**config.mk**
```make
export PLATFORM = sky130hd
export DESIGN_NAME = sstf_request_selector
export DESIGN_NICKNAME = d
export VERILOG_FILES = /design/src/sv/ssr_pkg.sv /design/src/sv/ssr_ram.sv /design/src/sv/ssr_scan.sv /design/src/sv/sstf_request_selector.sv
export VERILOG_INCLUDE_DIRS = /design/src /design/src/sv
export SDC_FILE = /design/constraint.sdc
export NUM_CORES = 2
export LEC_CHECK = 0
export BUFFER_PORTS_ARGS = -buffer_cell sky130_fd_sc_hd__buf_2
export CORE_AREA = 2 2 580 409
export CTS_CLUSTER_SIZE = 28
export DETAILED_ROUTE_END_ITERATION = 8
export DIE_AREA = 0 0 582 411
export RECOVER_POWER = 25
export SLEW_MARGIN = 25
export SYNTH_ARGS = -nofsm -noshare
export SYNTH_HDL_FRONTEND = slang
export SYNTH_SLANG_ARGS = --single-unit
```
**constraint.sdc**
```tcl
create_clock -name clock -period 6.4 [get_ports clock]
set_input_delay 0.64 -clock clock [delete_from_list [all_inputs] [get_ports clock]]
set_output_delay 0.64 -clock clock [all_outputs]
set_load 0.01 [all_outputs]
```
**src/sv/sstf_request_selector_defines.svh**
```systemverilog
// ----------------------------------------------------------------------------
// sstf request selector assertion macros
// shared concurrent assertion forms, sampled on clock, off during reset
// ----------------------------------------------------------------------------
`ifndef SSTF_REQUEST_SELECTOR_DEFINES_SVH
`define SSTF_REQUEST_SELECTOR_DEFINES_SVH

// condition that must hold at every clock edge
`define SSR_ASSERT_ALWAYS(label, cond) \
   label: assert property (@(posedge clock) disable iff (reset) (cond)) \
      else $error("sstf request selector: invariant violated");

// consequent must hold in the same cycle as the antecedent
`define SSR_ASSERT_SAME(label, ante, cons) \
   label: assert property (@(posedge clock) disable iff (reset) (ante) |-> (cons)) \
      else $error("sstf request selector: same-cycle check failed");

// consequent must hold in the cycle after the antecedent
`define SSR_ASSERT_NEXT(label, ante, cons) \
   label: assert property (@(posedge clock) disable iff (reset) (ante) |=> (cons)) \
      else $error("sstf request selector: next-cycle check failed");

`endif

```
**src/sv/ssr_pkg.sv**
```systemverilog
// ----------------------------------------------------------------------------
// ssr_pkg
// shared constants, codes and types of the sstf request selector
// ----------------------------------------------------------------------------
package ssr_pkg;

   localparam int QUEUE_DEPTH = 32;
   localparam int LBA_BITS    = 48;
   localparam int TAG_BITS    = 8;
   localparam int DEV_BITS    = 3;

   localparam int SLOT_BITS   = $clog2(QUEUE_DEPTH);
   localparam int RANK_BITS   = SLOT_BITS;
   localparam int COUNT_BITS  = $clog2(QUEUE_DEPTH + 1);
   // reads go out for every slot, then the scan waits while the last
   // read passes the ram latency and the two compare stages
   localparam int SCAN_LAST   = QUEUE_DEPTH + 2;
   localparam int SCAN_BITS   = $clog2(SCAN_LAST + 1);
   localparam int ENTRY_BITS  = LBA_BITS + TAG_BITS + DEV_BITS;

   // opcodes
   localparam logic OP_INSERT   = 1'b0;
   localparam logic OP_DISPATCH = 1'b1;

   // response status codes
   localparam logic [1:0] ST_INSERTED   = 2'd0;
   localparam logic [1:0] ST_DISPATCHED = 2'd1;
   localparam logic [1:0] ST_EMPTY      = 2'd2;
   localparam logic [1:0] ST_FULL       = 2'd3;

   typedef struct packed {
      logic [LBA_BITS-1:0] lba;
      logic [TAG_BITS-1:0] tag;
      logic [DEV_BITS-1:0] dev;
   } entry_type;

   typedef struct packed {
      logic                 found;
      logic [SLOT_BITS-1:0] idx;
      logic [RANK_BITS-1:0] rank;
      entry_type            entry;
   } best_type;

endpackage

```
**src/sv/ssr_ram.sv**
```systemverilog
// ----------------------------------------------------------------------------
// ssr_ram
// generic single-write, single-read ram with registered read data
// ----------------------------------------------------------------------------
module ssr_ram #(
   parameter int WIDTH = 8,
   parameter int DEPTH = 32
) (
   input  logic                     clock,
   input  logic                     wr_en,
   input  logic [$clog2(DEPTH)-1:0] wr_addr,
   input  logic [WIDTH-1:0]         wr_data,
   input  logic                     rd_en,
   input  logic [$clog2(DEPTH)-1:0] rd_addr,
   output logic [WIDTH-1:0]         rd_data
);

   logic [WIDTH-1:0] mem [DEPTH];
   logic [WIDTH-1:0] rd_data_ff;

   always_ff @(posedge clock) begin
      if (wr_en) begin
         mem[wr_addr] <= wr_data;
      end
      if (rd_en) begin
         rd_data_ff <= mem[rd_addr];
      end
   end

   assign rd_data = rd_data_ff;

endmodule

```
**src/sv/ssr_scan.sv**
```systemverilog
// ----------------------------------------------------------------------------
// ssr_scan
// two-stage seek distance compare, keeps the nearest entry seen so far
// ----------------------------------------------------------------------------
module ssr_scan
   import ssr_pkg::*;
(
   input  logic                 clock,
   input  logic                 reset,
   input  logic                 clear,
   input  logic                 in_valid,
   input  logic [SLOT_BITS-1:0] in_idx,
   input  logic [RANK_BITS-1:0] in_rank,
   input  entry_type            in_entry,
   input  logic [LBA_BITS-1:0]  head,
   output best_type             best
);

   // stage a: absolute distance to the head
   logic                 a_valid_ff, a_valid_in;
   logic [SLOT_BITS-1:0] a_idx_ff;
   logic [RANK_BITS-1:0] a_rank_ff;
   entry_type            a_entry_ff;
   logic [LBA_BITS-1:0]  a_gap_ff, a_gap_in;

   // stage b: running best
   logic                 found_ff, found_in;
   logic [SLOT_BITS-1:0] best_idx_ff, best_idx_in;
   logic [RANK_BITS-1:0] best_rank_ff, best_rank_in;
   entry_type            best_entry_ff, best_entry_in;
   logic [LBA_BITS-1:0]  best_gap_ff, best_gap_in;
   logic                 take;

   always_comb begin
      a_valid_in = in_valid && !clear;
      a_gap_in   = (head > in_entry.lba) ? (head - in_entry.lba) : (in_entry.lba - head);
   end

   // strictly nearer wins, equal distance goes to the older arrival
   always_comb begin
      take = a_valid_ff && (!found_ff || (a_gap_ff < best_gap_ff) ||
             ((a_gap_ff == best_gap_ff) && (a_rank_ff < best_rank_ff)));
      found_in      = found_ff;
      best_idx_in   = best_idx_ff;
      best_rank_in  = best_rank_ff;
      best_entry_in = best_entry_ff;
      best_gap_in   = best_gap_ff;
      priority if (clear) begin
         found_in = 1'b0;
      end else if (take) begin
         found_in      = 1'b1;
         best_idx_in   = a_idx_ff;
         best_rank_in  = a_rank_ff;
         best_entry_in = a_entry_ff;
         best_gap_in   = a_gap_ff;
      end
   end

   always_ff @(posedge clock) begin
      if (reset) begin
         a_valid_ff <= 1'b0;
         found_ff   <= 1'b0;
      end else begin
         a_valid_ff <= a_valid_in;
         found_ff   <= found_in;
      end
      a_idx_ff      <= in_idx;
      a_rank_ff     <= in_rank;
      a_entry_ff    <= in_entry;
      a_gap_ff      <= a_gap_in;
      best_idx_ff   <= best_idx_in;
      best_rank_ff  <= best_rank_in;
      best_entry_ff <= best_entry_in;
      best_gap_ff   <= best_gap_in;
   end

   always_comb begin
      best.found = found_ff;
      best.idx   = best_idx_ff;
      best.rank  = best_rank_ff;
      best.entry = best_entry_ff;
   end

endmodule

```
**src/sv/sstf_request_selector.sv**
```systemverilog
// ----------------------------------------------------------------------------
// sstf_request_selector
// shortest-seek-time-first pick over a table of pending block requests
// ----------------------------------------------------------------------------
// usage
//  - a transaction is taken at a rising edge with start high and busy low;
//    req_opcode selects insert (req_lba, req_tag, req_device) or dispatch
//  - every transaction gives exactly one response: rsp_valid is high for one
//    cycle with rsp_status and, for a dispatch, the removed request's fields
//  - insert: response in the cycle after acceptance, busy stays low, so
//    inserts go at one per cycle; a full table answers with the full status
//  - dispatch on an empty table: response next cycle, busy stays low
//  - dispatch otherwise: busy while the entry ram is read one slot per
//    cycle by a single distance comparator and the last read drains
//    through the ram and two compare stages, then the response is registered
//  - the receiver cannot stall; a new transaction may be accepted in the
//    cycle its predecessor's response is shown
//  - reset clears the valid bits, entry count and head position at once;
//    there is no clearing pass over the entry ram
//  - the ram is never written while a scan reads it: busy is the interlock
// ----------------------------------------------------------------------------
`include "sstf_request_selector_defines.svh"

module sstf_request_selector
   import ssr_pkg::*;
(
   input  logic                clock,
   input  logic                reset,
   input  logic                start,
   output logic                busy,
   input  logic                req_opcode,
   input  logic [LBA_BITS-1:0] req_lba,
   input  logic [TAG_BITS-1:0] req_tag,
   input  logic [DEV_BITS-1:0] req_device,
   output logic                rsp_valid,
   output logic [1:0]          rsp_status,
   output logic [TAG_BITS-1:0] rsp_out_tag,
   output logic [LBA_BITS-1:0] rsp_out_lba,
   output logic [DEV_BITS-1:0] rsp_out_device
);

   localparam logic S_IDLE = 1'b0;
   localparam logic S_SCAN = 1'b1;

   // control state
   logic                   state_ff, state_in;
   logic [SCAN_BITS-1:0]   scan_cnt_ff, scan_cnt_in;
   logic                   rd_issue_ff, rd_issue_in;
   logic [SLOT_BITS-1:0]   rd_idx_ff;
   logic [QUEUE_DEPTH-1:0] valid_ff, valid_in;
   logic [COUNT_BITS-1:0]  count_ff, count_in;
   logic [LBA_BITS-1:0]    head_ff, head_in;

   // arrival ranks, one per slot, only meaningful where the slot is valid
   logic [RANK_BITS-1:0]   rank_ff [QUEUE_DEPTH];
   logic [RANK_BITS-1:0]   rank_in [QUEUE_DEPTH];

   // response registers
   logic                   rsp_valid_ff, rsp_valid_in;
   logic [1:0]             rsp_status_ff, rsp_status_in;
   entry_type              rsp_entry_ff, rsp_entry_in;

   logic                   accept;
   logic                   do_insert;
   logic                   do_dispatch;
   logic                   table_full;
   logic                   table_empty;
   logic                   scan_done;
   logic                   rd_en;
   logic [SLOT_BITS-1:0]   free_slot;
   entry_type              wr_entry;
   entry_type              rd_entry;
   logic [ENTRY_BITS-1:0]  rd_data;
   best_type               best;

   assign busy        = (state_ff == S_SCAN);
   assign accept      = start && !busy;
   assign table_full  = (count_ff == COUNT_BITS'(QUEUE_DEPTH));
   assign table_empty = (count_ff == '0);
   assign do_insert   = accept && (req_opcode == OP_INSERT) && !table_full;
   assign do_dispatch = accept && (req_opcode == OP_DISPATCH) && !table_empty;
   assign scan_done   = busy && (scan_cnt_ff == SCAN_BITS'(SCAN_LAST));
   assign rd_en       = busy && (scan_cnt_ff < SCAN_BITS'(QUEUE_DEPTH));

   // lowest free slot
   always_comb begin
      free_slot = '0;
      for (int i = QUEUE_DEPTH - 1; i >= 0; i--) begin
         if (!valid_ff[i]) begin
            free_slot = SLOT_BITS'(i);
         end
      end
   end

   always_comb begin
      wr_entry.lba = req_lba;
      wr_entry.tag = req_tag;
      wr_entry.dev = req_device;
   end

   // entry payload store
   ssr_ram #(
      .WIDTH (ENTRY_BITS),
      .DEPTH (QUEUE_DEPTH)
   ) u_entry_ram (
      .clock   (clock),
      .wr_en   (do_insert),
      .wr_addr (free_slot),
      .wr_data (wr_entry),
      .rd_en   (rd_en),
      .rd_addr (scan_cnt_ff[SLOT_BITS-1:0]),
      .rd_data (rd_data)
   );

   assign rd_entry = rd_data;

   // distance compare, fed one slot per cycle behind the ram read
   ssr_scan u_scan (
      .clock    (clock),
      .reset    (reset),
      .clear    (do_dispatch),
      .in_valid (rd_issue_ff && valid_ff[rd_idx_ff]),
      .in_idx   (rd_idx_ff),
      .in_rank  (rank_ff[rd_idx_ff]),
      .in_entry (rd_entry),
      .head     (head_ff),
      .best     (best)
   );

   // sequencer
   always_comb begin
      state_in    = state_ff;
      scan_cnt_in = scan_cnt_ff;
      rd_issue_in = rd_en;
      unique case (state_ff)
         S_IDLE: begin
            scan_cnt_in = '0;
            if (do_dispatch) begin
               state_in = S_SCAN;
            end
         end
         S_SCAN: begin
            if (scan_done) begin
               state_in = S_IDLE;
            end else begin
               scan_cnt_in = scan_cnt_ff + 1'b1;
            end
         end
         default: begin
            state_in = S_IDLE;
         end
      endcase
   end

   // table bookkeeping: valid bits, count, ranks, head
   always_comb begin
      valid_in = valid_ff;
      count_in = count_ff;
      head_in  = head_ff;
      for (int i = 0; i < QUEUE_DEPTH; i++) begin
         rank_in[i] = rank_ff[i];
      end
      priority if (do_insert) begin
         valid_in[free_slot] = 1'b1;
         rank_in[free_slot]  = count_ff[RANK_BITS-1:0];
         count_in            = count_ff + 1'b1;
      end else if (scan_done) begin
         // close the rank gap left by the removed entry
         for (int i = 0; i < QUEUE_DEPTH; i++) begin
            if (valid_ff[i] && (rank_ff[i] > best.rank)) begin
               rank_in[i] = rank_ff[i] - 1'b1;
            end
         end
         valid_in[best.idx] = 1'b0;
         count_in           = count_ff - 1'b1;
         head_in            = best.entry.lba;
      end
   end

   // response
   always_comb begin
      rsp_valid_in  = 1'b0;
      rsp_status_in = ST_INSERTED;
      rsp_entry_in  = '0;
      priority if (scan_done) begin
         rsp_valid_in  = 1'b1;
         rsp_status_in = ST_DISPATCHED;
         rsp_entry_in  = best.entry;
      end else if (accept) begin
         rsp_valid_in = !do_dispatch;
         unique case (req_opcode)
            OP_INSERT:   rsp_status_in = table_full ? ST_FULL : ST_INSERTED;
            OP_DISPATCH: rsp_status_in = ST_EMPTY;
            default:     rsp_status_in = ST_EMPTY;
         endcase
      end
   end

   always_ff @(posedge clock) begin
      if (reset) begin
         state_ff     <= S_IDLE;
         scan_cnt_ff  <= '0;
         rd_issue_ff  <= 1'b0;
         valid_ff     <= '0;
         count_ff     <= '0;
         head_ff      <= '0;
         rsp_valid_ff <= 1'b0;
      end else begin
         state_ff     <= state_in;
         scan_cnt_ff  <= scan_cnt_in;
         rd_issue_ff  <= rd_issue_in;
         valid_ff     <= valid_in;
         count_ff     <= count_in;
         head_ff      <= head_in;
         rsp_valid_ff <= rsp_valid_in;
      end
      rd_idx_ff     <= scan_cnt_ff[SLOT_BITS-1:0];
      rsp_status_ff <= rsp_status_in;
      rsp_entry_ff  <= rsp_entry_in;
      for (int i = 0; i < QUEUE_DEPTH; i++) begin
         rank_ff[i] <= rank_in[i];
      end
   end

   assign rsp_valid      = rsp_valid_ff;
   assign rsp_status     = rsp_status_ff;
   assign rsp_out_tag    = rsp_entry_ff.tag;
   assign rsp_out_lba    = rsp_entry_ff.lba;
   assign rsp_out_device = rsp_entry_ff.dev;

   // entry count tracks the valid bits
   `SSR_ASSERT_ALWAYS(a_count_matches_valid, $countones(valid_ff) == count_ff)
   // a non-empty dispatch always finds an entry by the end of the scan
   `SSR_ASSERT_SAME(a_scan_finds_entry, scan_done, best.found && valid_ff[best.idx])
   // insert and empty-dispatch transactions answer on the next cycle
   `SSR_ASSERT_NEXT(a_quick_response, accept && !do_dispatch, rsp_valid && !busy)
   // a dispatch response moves the head to the returned address
   `SSR_ASSERT_SAME(a_head_follows, rsp_valid && (rsp_status == ST_DISPATCHED),
      head_ff == rsp_out_lba)

endmodule

```
==> impl_metrics.py <==
metrics = {
    "synthesis": {
        "synth-main-ff-cell": "edfxtp_1",
        "netlist.area_leader.share": 0.638,
        "syn-cell-area_um2": 105000,
        "synth_nets": 6338,
        "synth.largest_area_cell": "edfxtp_1",
        "yosysWarnings": 0,
        "yosys-top-cells-area": "edfxtp_1 64%, mux4_2 14%, dfxtp_1 5.4%",
        "ys_ff_latch": 2504,
        "async_reset_ff_frac": 0,
        "synthCells": 5927,
        "synth.avg_cell_area_um2": 17.7,
        "synth_edf_count": 2224,
        "ys_seq_area_frac": 0.691,
        "synthDistinctLibCells": 71,
    },
    "worst_setup_path": {
        "r2r_slack_ns": 1.53,
        "crit_arrival_ns": 5.37,
        "path_max_fanout": 23,
        "worstSetupPathType": "reg2reg",
        "reg2reg_depth": 10,
        "endpoint_kind": "flip-flop",
        "r2r_start": "count_ff[0]$_SDFFE_PP0N_",
        "worst_setup_path_start_kind": "flip-flop",
        "r2r_end": "u_entry_ram.mem[25][25]$_DFFE_PP_",
        "cp.required_ns": 6.90,
    },
    "cells_and_area": {
        "finalNetCount": 6530,
        "syn2layout_area_growth_pct": 11.5,
        "drive_gt1_frac": 0.204,
        "fin_util": 0.499,
    },
    "clock_tree": {
        "postCtsSetupBuffers": 0,
        "cts-resized-gates": 0,
        "root_buffer": "clkbuf_16",
        "clock_latency_ns": 0.88,
        "cts_buffer_depth": 4,
        "cts.sinks": 2504,
        "clkTransAtPathRegs_ns": 0.06,
        "cts_tree": "done",
        "ctsHoldBuffers": 0,
        "htree_levels": 4,
        "cts_made_buffers": 232,
    },
    "job": {
        "drv_cap": 1,
    },
    "sta": {
        "setup_viol": 0,
        "worstMarginPinSlew_ns": 1.49,
        "grt_setup_unrepaired": "false",
        "slew_viol_final": 0,
        "period_needed_ns": 4.87,
        "max_freq_mhz": 205,
        "layout_setup_ws_ns": 1.53,
        "fin_crit_sh": 0.760,
        "final-hold-violation-count": 0,
        "slew_headroom": 0.00381,
        "fin_setup_tns_ns": 0,
        "finalClockSkew_ns": 0.0494,
    },
    "drt": {
        "drt_iter0_drc": 6942,
        "via_per_inst": 6.02,
        "final_antenna_net_count": 0,
        "drcViolationCount": 0,
        "wl_per_cell_um": 29.4,
        "dr.pass1.iters": 5,
        "totalWireLength_mm": 277,
        "via_count": 56600,
    },
    "die": {
        "core-area_um2": 234000,
        "initial_core_util": 0.448,
        "io_pins": 126,
        "die_h_um": 411,
        "die_x_um": 582,
        "rows": 149,
        "dieArea_um2": 239000,
    },
    "placed_design": {
        "gp_congestion": 0.883,
        "dp_slack_ns": 1.67,
        "port_buffers": 125,
        "dp_hpwl_mm": 170,
    },
    "power_and_ir_drop": {
        "ir_drop_uv": 232,
        "powerDensity_nw_per_um2": 285,
        "power_leakage_uw": 0.0380,
    },
    "hold_path": {
        "whs_endpoint": "rsp_status[1]$_SDFF_PP0_",
        "hold_start": "req_opcode",
        "hold_class": "in2reg",
        "min_path_cells": 3,
    },
    "grt": {
        "antenna_found_initial": 30,
        "grt_pass1_vias": 54900,
        "globalRouteOverflowTotal": 0,
        "grt_pass1_wl_mm": 400,
        "grt_max_degree": 162,
        "gr-usage-all-layers": 0.230,
    },
    "outcome": {
        "status": "finished with violations",
        "failed_checks": "max-capacitance violations",
    },
}
## sequential cells by signal, summed over array words and instances (netlist names), 2 cells and up
register / cells
u_entry_ram.mem: 1888
rank_ff: 160
u_entry_ram.rd_data: 59
u_scan.a_entry_ff: 59
u_scan.best: 59
head_ff: 48
rsp_out_lba: 48
u_scan.a_gap_ff: 48
u_scan.best_gap_ff: 48
valid_ff: 32
rsp_out_tag: 8
count_ff: 6
scan_cnt_ff: 6
rd_idx_ff: 5
u_scan.a_idx_ff: 5
u_scan.a_rank_ff: 5
u_scan.best_idx_ff: 5
u_scan.best_rank_ff: 5
rsp_out_device: 3
rsp_status: 2
## Yosys cell counts, types with 5 or more instances
library cell,n
a211oi_1,14
a21o_1,42
a21oi_1,258
a31oi_1,12
and2_1,5
and3_1,50
buf_1,48
buf_2,23
clkbuf_1,205
dfxtp_1,280
edfxtp_1,2224
ha_1,345
inv_1,311
mux2_2,68
mux2i_1,27
mux4_2,650
nand2_1,252
nand2b_1,54
nand3_1,85
nand4_1,43
nor2_1,93
nor2b_1,61
nor3_1,53
nor3b_1,33
nor4_1,6
o2111ai_1,6
o211ai_1,13
o21a_1,45
o21ai_0,188
o21bai_1,25
o22ai_1,165
o31ai_1,10
or2_2,8
or3_1,7
xnor2_1,129
xor2_1,23
## metal layers
layer | track usage | share of wire | routed length, um
met4 | 0.0454 | 0.019 | 5320
met5 | 0 | 0.00039 | 109
met3 | 0.0524 | 0.092 | 25500
met1 | 0.361 | 0.46 | 127000
met2 | 0.327 | 0.43 | 119000
## layout by cell type, fill, tap and decap left out, drive strengths merged, types with 23 or more instances in the layout
cell,count
edfxtp,2224
mux4,650
ha,345
clkbuf,344
inv,316
dfxtp,280
a21oi,259
nand2,252
buf,193
o21ai,189
o22ai,165
xnor2,129
nor2,97
nand3,85
clkinv,85
mux2,68
nor2b,61
nor3,56
nand2b,54
and3,50
o21a,45
nand4,43
a21o,42
nor3b,33
mux2i,27
o21bai,25
xor2,23
## power by group
| part | switching, uW | internal, uW | leakage (uW) |
|---|---|---|---|
| sequential | 128 | 18000 | 0.0223 |
| clock | 5980 | 7500 | 0.00352 |
| combinational | 1050 | 638 | 0.0122 |
## worst max-delay path, cell delays in order (launching register included)
cell and delay (ns):
dfxtp_1 0.74, or4_1 0.26, nor3b_1 0.14, nor3_4 0.33, inv_2 0.18, or4_1 0.70
or3_4 0.41, nor2_4 0.21, nand2_1 0.27, nor2_4 0.70, buf_4 0.51
## layout make-up
class,count,area [um^2]
fillers,19100,117000
flip-flops and latches,2504,72400
diodes,9,22.5
multi-input cells,2834,30200
repair buffers,235,1790
well taps,3095,3870
clock inverters,110,925
clock buffers,302,6270
inverters,312,1230
## kinds of logic (layout without fill, tap and decap cells)
logic type                 after synthesis  in the layout  synth area share
muxes                                  745            745             0.150
other                                    0              9                 0
adders and majority gates              348            348            0.0418
AOI/OAI and AO/OA                      813            813            0.0460
xor gates and xnor gates               152            152            0.0127
and+or+nand+nor                        776            776            0.0375
buffers and inverters                  589            959            0.0214
DFF                                   2504           2504             0.691
## through the flow
| step | std cells | area (um^2) | hold slack [ns] | power [uW] |
|---|---|---|---|---|
| 2_1_floorplan | 5927 | 105000 | 0.323 | 19400 |
| 3_3_place_gp | 8975 | 109000 | 0.324 | 20100 |
| 3_5_place_dp | 8978 | 110000 | 0.327 | 20100 |
| 4_1_cts | 9390 | 117000 | 0.0648 | 33500 |
| 5_1_grt | 9392 | 117000 | 0.134 | 34300 |
| 6_report | 9401 | 117000 | 0.128 | 33300 |
## how the worst max path moves through the flow
stage / start / endpoint / slack, ns / cells after the start
global route: count_ff[0]$_SDFFE_PP0N_ / u_entry_ram.mem[25][25]$_DFFE_PP_ / 1.40 / 10
detailed placement: count_ff[0]$_SDFFE_PP0N_ / u_entry_ram.mem[29][4]$_DFFE_PP_ / 1.67 / 11
global placement: count_ff[0]$_SDFFE_PP0N_ / u_entry_ram.mem[25][25]$_DFFE_PP_ / 1.77 / 10
CTS: count_ff[0]$_SDFFE_PP0N_ / u_entry_ram.mem[25][25]$_DFFE_PP_ / 1.64 / 10
floorplan: start / u_entry_ram.mem[16][0]$_DFFE_PP_ / 0.93 / 9
finish: count_ff[0]$_SDFFE_PP0N_ / u_entry_ram.mem[25][25]$_DFFE_PP_ / 1.53 / 10
Note: power is estimated with default switching activity, not from simulation.
